$ cat src/rtl/ttshb_pkg.sv
`timescale 1ns / 1ps
// ----------------------------------------------------------------------------
// Three-table hash binning package
// Payload types, control types and sizing constants.
// ----------------------------------------------------------------------------
package ttshb_pkg;

    localparam int TABLES          = 3;
    localparam int HASH_W          = 64;
    localparam int ITEM_INDEX_W    = 20;
    localparam int BIN_OUT_W       = 10;
    localparam int SLOT_OUT_W      = 5;
    localparam int PLACED_W        = 2;
    localparam int CFG_W           = 11;
    localparam logic [CFG_W-1:0] CFG_RESET = 11'd1024;

    localparam int BINS_MAX_DEF    = 1024;
    localparam int BIN_DEPTH_DEF   = 32;
    localparam int INDEX_BITS_DEF  = 20;

    typedef struct packed {
        logic [ITEM_INDEX_W-1:0] item_index;
        logic [HASH_W-1:0]       hash_zero;
        logic [HASH_W-1:0]       hash_one;
        logic [HASH_W-1:0]       hash_two;
    } t_in_item;

    typedef struct packed {
        logic [BIN_OUT_W-1:0]  bin_zero;
        logic [BIN_OUT_W-1:0]  bin_one;
        logic [BIN_OUT_W-1:0]  bin_two;
        logic [SLOT_OUT_W-1:0] slot_zero;
        logic [SLOT_OUT_W-1:0] slot_one;
        logic [SLOT_OUT_W-1:0] slot_two;
        logic                  full_zero;
        logic                  full_one;
        logic                  full_two;
        logic [PLACED_W-1:0]   placed_count;
    } t_out_item;

    typedef struct packed {
        logic clr;
        logic rd;
        logic upd;
    } t_tbl_ctl;

    typedef enum logic [2:0] {
        S_CLEAR,
        S_IDLE,
        S_DIVIDE,
        S_READ,
        S_UPDATE
    } t_state;

endpackage

$ cat src/rtl/ttshb_div.sv
`timescale 1ns / 1ps
// ----------------------------------------------------------------------------
// Three-lane serial remainder unit
// Reduces three 64-bit hashes modulo one divisor, one bit per cycle per lane.
// ----------------------------------------------------------------------------
module ttshb_div #(
    parameter int BINS_MAX = ttshb_pkg::BINS_MAX_DEF
) (
    input  logic                          i_clk,
    input  logic                          i_rst_n,
    input  logic                          i_start,
    input  logic [ttshb_pkg::HASH_W-1:0]  i_hash [ttshb_pkg::TABLES],
    input  logic [$clog2(BINS_MAX+1)-1:0] i_divisor,
    output logic                          o_done,
    output logic [$clog2(BINS_MAX+1)-1:0] o_rem [ttshb_pkg::TABLES]
);

    localparam int DIV_W = $clog2(BINS_MAX + 1);
    localparam int CNT_W = $clog2(ttshb_pkg::HASH_W);

    logic [ttshb_pkg::HASH_W-1:0] r_hash [ttshb_pkg::TABLES];
    logic [ttshb_pkg::HASH_W-1:0] n_hash [ttshb_pkg::TABLES];
    logic [DIV_W-1:0]             r_rem  [ttshb_pkg::TABLES];
    logic [DIV_W-1:0]             n_rem  [ttshb_pkg::TABLES];
    logic [CNT_W-1:0]             r_cnt;
    logic                         r_busy;
    logic                         r_done;
    logic [DIV_W:0]               w_shift [ttshb_pkg::TABLES];

    always_comb begin
        for (int l = 0; l < ttshb_pkg::TABLES; l++) begin
            w_shift[l] = {r_rem[l], r_hash[l][ttshb_pkg::HASH_W-1]};
            if (w_shift[l] >= {1'b0, i_divisor}) begin
                n_rem[l] = DIV_W'(w_shift[l] - {1'b0, i_divisor});
            end else begin
                n_rem[l] = w_shift[l][DIV_W-1:0];
            end
            n_hash[l] = {r_hash[l][ttshb_pkg::HASH_W-2:0], 1'b0};
        end
    end

    always_ff @(posedge i_clk) begin
        if (!i_rst_n) begin
            r_busy <= 1'b0;
            r_done <= 1'b0;
            r_cnt  <= '0;
        end else begin
            r_done <= 1'b0;
            if (i_start) begin
                r_busy <= 1'b1;
                r_cnt  <= '0;
            end else if (r_busy) begin
                r_cnt <= r_cnt + 1'b1;
                if (r_cnt == CNT_W'(ttshb_pkg::HASH_W - 1)) begin
                    r_busy <= 1'b0;
                    r_done <= 1'b1;
                end
            end
        end
    end

    always_ff @(posedge i_clk) begin
        for (int l = 0; l < ttshb_pkg::TABLES; l++) begin
            if (i_start) begin
                r_hash[l] <= i_hash[l];
                r_rem[l]  <= '0;
            end else if (r_busy) begin
                r_hash[l] <= n_hash[l];
                r_rem[l]  <= n_rem[l];
            end
        end
    end

    assign o_done = r_done;
    assign o_rem  = r_rem;

endmodule

$ cat config.mk
export PLATFORM = sky130hd
export DESIGN_NAME = ttshb_div
export DESIGN_NICKNAME = d
export VERILOG_FILES = /design/src/rtl/ttshb_pkg.sv /design/src/rtl/ttshb_div.sv
export SDC_FILE = /design/constraint.sdc
export NUM_CORES = 1
export LEC_CHECK = 0
export BUFFER_PORTS_ARGS = -buffer_cell sky130_fd_sc_hd__buf_2
export CORE_MARGIN = 2
export CORE_UTILIZATION = 38
export DETAILED_ROUTE_END_ITERATION = 8
export PLACE_DENSITY = 0.69
export RECOVER_POWER = 50
export SKIP_LAST_GASP = 1
export SLEW_MARGIN = 15
export SYNTH_ARGS = -nofsm -noshare
export SYNTH_HDL_FRONTEND = slang
export SYNTH_SLANG_ARGS = --single-unit
$ cat constraint.sdc
create_clock -name i_clk -period 6.3 [get_ports i_clk]
set_input_delay 0 -clock i_clk [delete_from_list [all_inputs] [get_ports i_clk]]
set_output_delay 0 -clock i_clk [all_outputs]
set_load 0.005 [all_outputs]
### Yosys cells after proc, flatten, opt, wreduce, memory -nomap -nowiden

Memories as Yosys holds them, arrays and structs flattened.
Cells that the tools add are included.

| word-level totals | value |
|---|---|
| ROM bits | 0 |
| output and inout port bits | 34 |
| memory bits (writable) | 192 |
| memories | 1 |
| flip-flop bits (word level) | 41 |
| bits in latches | 0 |
| bits of input ports | 206 |
| logic and storage cells | 37 |

Memories:

| memory | words | bits a word | read ports | clocked after memory_dff | wr ports | RTL line | text |
|---|---|---|---|---|---|---|---|
| r_hash | 3 | 64 | 3 | 0 | 3 | ttshb_div.sv:21 | `logic [ttshb_pkg::HASH_W-1:0] r_hash [ttshb_pkg::TABLES];` |

| operators by class | value |
|---|---|
| bitwise operators | 5 |
| reduce and logical (&&, ||, !) cells | 2 |
| $mul | 0 |
| order comparisons | 3 |
| divide/modulo/power cells | 0 |
| shift operators | 0 |
| mux-type cells | 15 |
| eq/ne operators | 1 |
| add/subtract/negate cells | 4 |

Operators by type and width:

| kind | number |
|---|---|
| 64-bit two-way mux | 3 |
| 12-bit by 11-bit >= comparator with 1-bit output | 3 |
| 11-bit two-way mux | 3 |
| 11-bit subtractor | 3 |
| 1-bit two-way mux | 9 |
| 6-bit by 1-bit adder with 6-bit output, second input constant | 1 |
| 6-bit equality test, second input constant | 1 |
| 1-bit bitwise OR | 3 |
| 3-bit OR reduction | 1 |
| 1-bit NOT | 2 |
| 2-bit OR reduction | 1 |

### Depth between registers and ports, before layout

| logic depth | value |
|---|---|
| word-level depth | 4 |
| depth in mapped cells | 11 |
| mapped depth without buffers | 9 |

### Least setup slack after synthesis

Ideal clock, no wire load.

| timing path | value |
|---|---|
| path type | reg-to-reg |
| start point | register r_busy |
| end point | register r_rem, in the netlist o_rem[27] |
| buffers on the path | 1 |
| period minus slack after synthesis | 4,990 ps |
| required time | 6,182 ps |
| path slack | 1,310 ps |
| cell stages (with the launch flop) | 6 |
| arrival | 4,872 ps |
| cell sequence | dfxtp_1 -> buf_2 -> nor2_1 -> inv_1 -> o22ai_1 -> a31o_2 |

RTL lines:

| what | RTL line | text |
|---|---|---|
| from (decl) | ttshb_div.sv:26 | `logic r_busy;` |
| from (signal assigned) | ttshb_div.sv:44 | `r_busy <= 1'b0;` |
| from (signal assigned) | ttshb_div.sv:50 | `r_busy <= 1'b1;` |
| from (signal assigned) | ttshb_div.sv:55 | `r_busy <= 1'b0;` |
| to (signal, indexed assignment) | ttshb_div.sv:69 | `r_rem[l] <= n_rem[l];` |
| to (decl) | ttshb_div.sv:23 | `logic [DIV_W-1:0] r_rem [ttshb_pkg::TABLES];` |

==> flow_summary.json <==
{
  "status": "complete, but fails checks",
  "violations": "capacitance limit, slew limit",
  "synthSimpleGateAreaFrac_pct": 19.3,
  "synth.top_cell.area_share_pct": 50.7,
  "syn_to_final_growth_pct": 38.0,
  "seq_area_sq_um": 6580,
  "dr_total_vias": 9826,
  "netlist_top_cells_area": "edfxtp_1 51%, nand2_1 14%, dfxtp_1 7.4%",
  "yosysSeqAreaShare_pct": 58.1,
  "final_nets": 1775,
  "fillCellCount": 2564,
  "h-tree-depth": 1,
  "avgSynthCellArea_sq_um": 10.1,
  "cts-root-buf": "clkbuf_16",
  "slew_viol_final": 148,
  "r2r_slack_ns": 2.53,
  "ys_ff_latch": 233,
  "synth_edf_count": 191,
  "final_hold_viol_count": 0,
  "synth_fa_ha_area_share_pct": 4.29,
  "cts.path.max_buffers": 3,
  "synth_compound_area_share_pct": 13.1,
  "grt_pass1_vias": 9754,
  "r2r_cells": 4,
  "clock_sinks": 233,
  "startpoint_type": "input port",
  "clk_pin_slew_worst_paths_ns": 0.06,
  "finalSetupViolCount": 0,
  "synth.largest_area_cell": "edfxtp_1",
  "syn_area_sq_um": 11300,
  "core_area_sq_um": 29500,
  "totalWireLength_um": 31400,
  "layout-drive-gt1-share_pct": 17.4,
  "crit_start": "i_start",
  "regToRegStartpoint": "r_busy",
  "timing.final.crit_share_pct": 69.9,
  "fin_crit_ns": 4.40,
  "post-route-util_pct": 52.9,
  "place_congestion": 0.867,
  "synthMuxAreaShare_pct": 1.08,
  "antenna_found_initial": 3,
  "yosys.area_share.xor_xnor_pct": 1.24,
  "tightest_slew_ns": 2.53,
  "first_pass_iters": 6,
  "layout_common_cells": "425 x nand2_1, 215 x buf_2, 196 x dlygate4sd3_1, 191 x edfxtp_1, 69 x a22o_1",
  "grtUsageTotal_pct": 19.6,
  "cp.arrival_ns": 4.68,
  "drv_cap": 3,
  "dieArea_sq_um": 31200,
  "async_flop_share_pct": 0,
  "ys_types": 60,
  "wl_per_cell_um": 16.2,
  "relSlewSlack_pct": -68.7,
  "hold_path_startpoint": "i_divisor[0]",
  "ant_nets": 0,
  "grt_max_degree": 114,
  "end_kind": "flip-flop",
  "cts_buffers": 27,
  "drt-initial-drc-count": 682,
  "num_io_pins": 240,
  "synthCells": 1117,
  "ys.flop_type": "edfxtp_1",
  "syn-num-nets": 1360,
  "hold_path.class": "in2reg",
  "critPathKind": "in2reg",
  "die_h_um": 177,
  "multiInputGateArea_sq_um": 4410,
  "grt_overflow": 0,
  "clock_latency_ns": 0.54,
  "fin_skew_ns": 0.0103,
  "crit_required_ns": 6.58,
  "port_buffers": 239,
  "postCtsSetupBuffers": 0,
  "yosysWarnings": 0,
  "final_common_cell": "nand2_1",
  "via_per_inst": 5.06,
  "leakagePower_nw": 6.83,
  "grt_pass1_wl_um": 49600,
  "tns_ns": 0,
  "path_max_fanout": 92,
  "ir_drop_v": 0.000239,
  "placed_area_sq_um": 12800,
  "max_freq_ghz": 0.227,
  "rr_endpoint": "r_hash[1][6]",
  "hold_path_depth": 5,
  "cts_tree": "yes",
  "fin_area_sq_um": 15600,
  "drc_errors": 0,
  "dp_hpwl_um": 18500,
  "power_density_nw_per_um2": 252,
  "core.rowCount": 63,
  "worstSetupEndpoint": "r_hash[2][14]",
  "rsz0062_at_grt": "false",
  "synth_top_family_by_area": "simple AND/OR/NAND/NOR gates",
  "initial_core_util_pct": 38.4,
  "die_w_um": 177
}
[critical path, cell delays in order]
cell,delay [ns]
dlygate4sd3_1,0.53
clkbuf_1,0.79
clkbuf_1,1.82
nor2b_4,0.55
buf_4,0.61
a22o_1,0.34
[metrics by stage]
stage	std cells	setup WS [ns]	hold WS, ns	total power, mW
3_3_place_gp	1697	3.17	0.206	2.33
2_1_floorplan	1117	1.31	0.109	2.19
3_5_place_dp	1697	3.11	0.205	2.35
6_report	1943	1.90	0.0777	3.94
4_1_cts	1940	3.10	0.0526	3.96
5_1_grt	1943	1.54	0.109	4.10
[per-layer routing]
metal,track usage (%),part of all wire [%],vias to the layer above
met4,7.23,3.8,0
met3,3.88,6.6,76
met1,25.6,43,4618
met2,32.5,47,350
met5,0,0,-
li1,-,-,4782
[sequential cells by signal, indices dropped and copies added, names as in the netlist]
register,flops
o_done,1
o_rem,33
r_busy,1
r_cnt,6
r_hash,192
[final cells by class]
cell class / instances / share of cell area, %
sequential: 233 / 42.1
multi-input combinational: 802 / 28.3
timing repair buffer: 441 / 20.3
clock buffer: 33 / 4.60
tap: 390 / 3.13
clock inverter: 14 / 0.834
inverter: 27 / 0.697
antenna: 3 / 0.0481
[how the worst min path moves through the flow]
| stage | endpoint | slack, ns |
|---|---|---|
| final | o_rem[22] | 0.08 |
| after detailed placement | r_hash[2][0] | 0.20 |
| after CTS | o_rem[11] | 0.05 |
| after global placement | r_hash[2][0] | 0.21 |
| after global routing | o_rem[11] | 0.11 |
| after floorplan | r_hash[2][0] | 0.11 |
[cells in the mapped netlist, types with 7 or more instances]
library cell and number:
a22o_1 69, inv_1 27, nor2_1 39, edfxtp_1 191
nand4_1 7, a21oi_1 31, o211ai_1 7, dfxtp_1 42
o21a_1 12, mux2i_1 10, xnor2_1 10, clkbuf_1 47
o21ai_0 46, nor3_1 11, ha_1 34, nand2_1 425
nand2b_1 12
[what timing repair did]
action	CTS	global route
hold buffers	196	0
gates resized for setup	0	0
hold endpoints to repair	204	0
[cells by family (layout without fill, tap and decap cells)]
logic type / Yosys count / in the layout
XOR/XNOR: 16 / 16
other: 0 / 3
multiplexers: 12 / 12
flip-flops: 233 / 233
AND/OR/NAND/NOR: 532 / 532
adder cells (fa/ha/maj): 37 / 37
AO/OA/AOI/OAI: 205 / 205
buffers and inverters: 82 / 515
[report_power, final]
group	switching, mW	total [mW]	internal (mW)	leakage, nW
clock network	0.628	1.52	0.889	0.415
registers	0.0537	1.88	1.83	2.30
logic	0.283	0.543	0.261	4.11
total	0.964	3.94	2.98	6.83
Power figures use the tool's default switching activity.
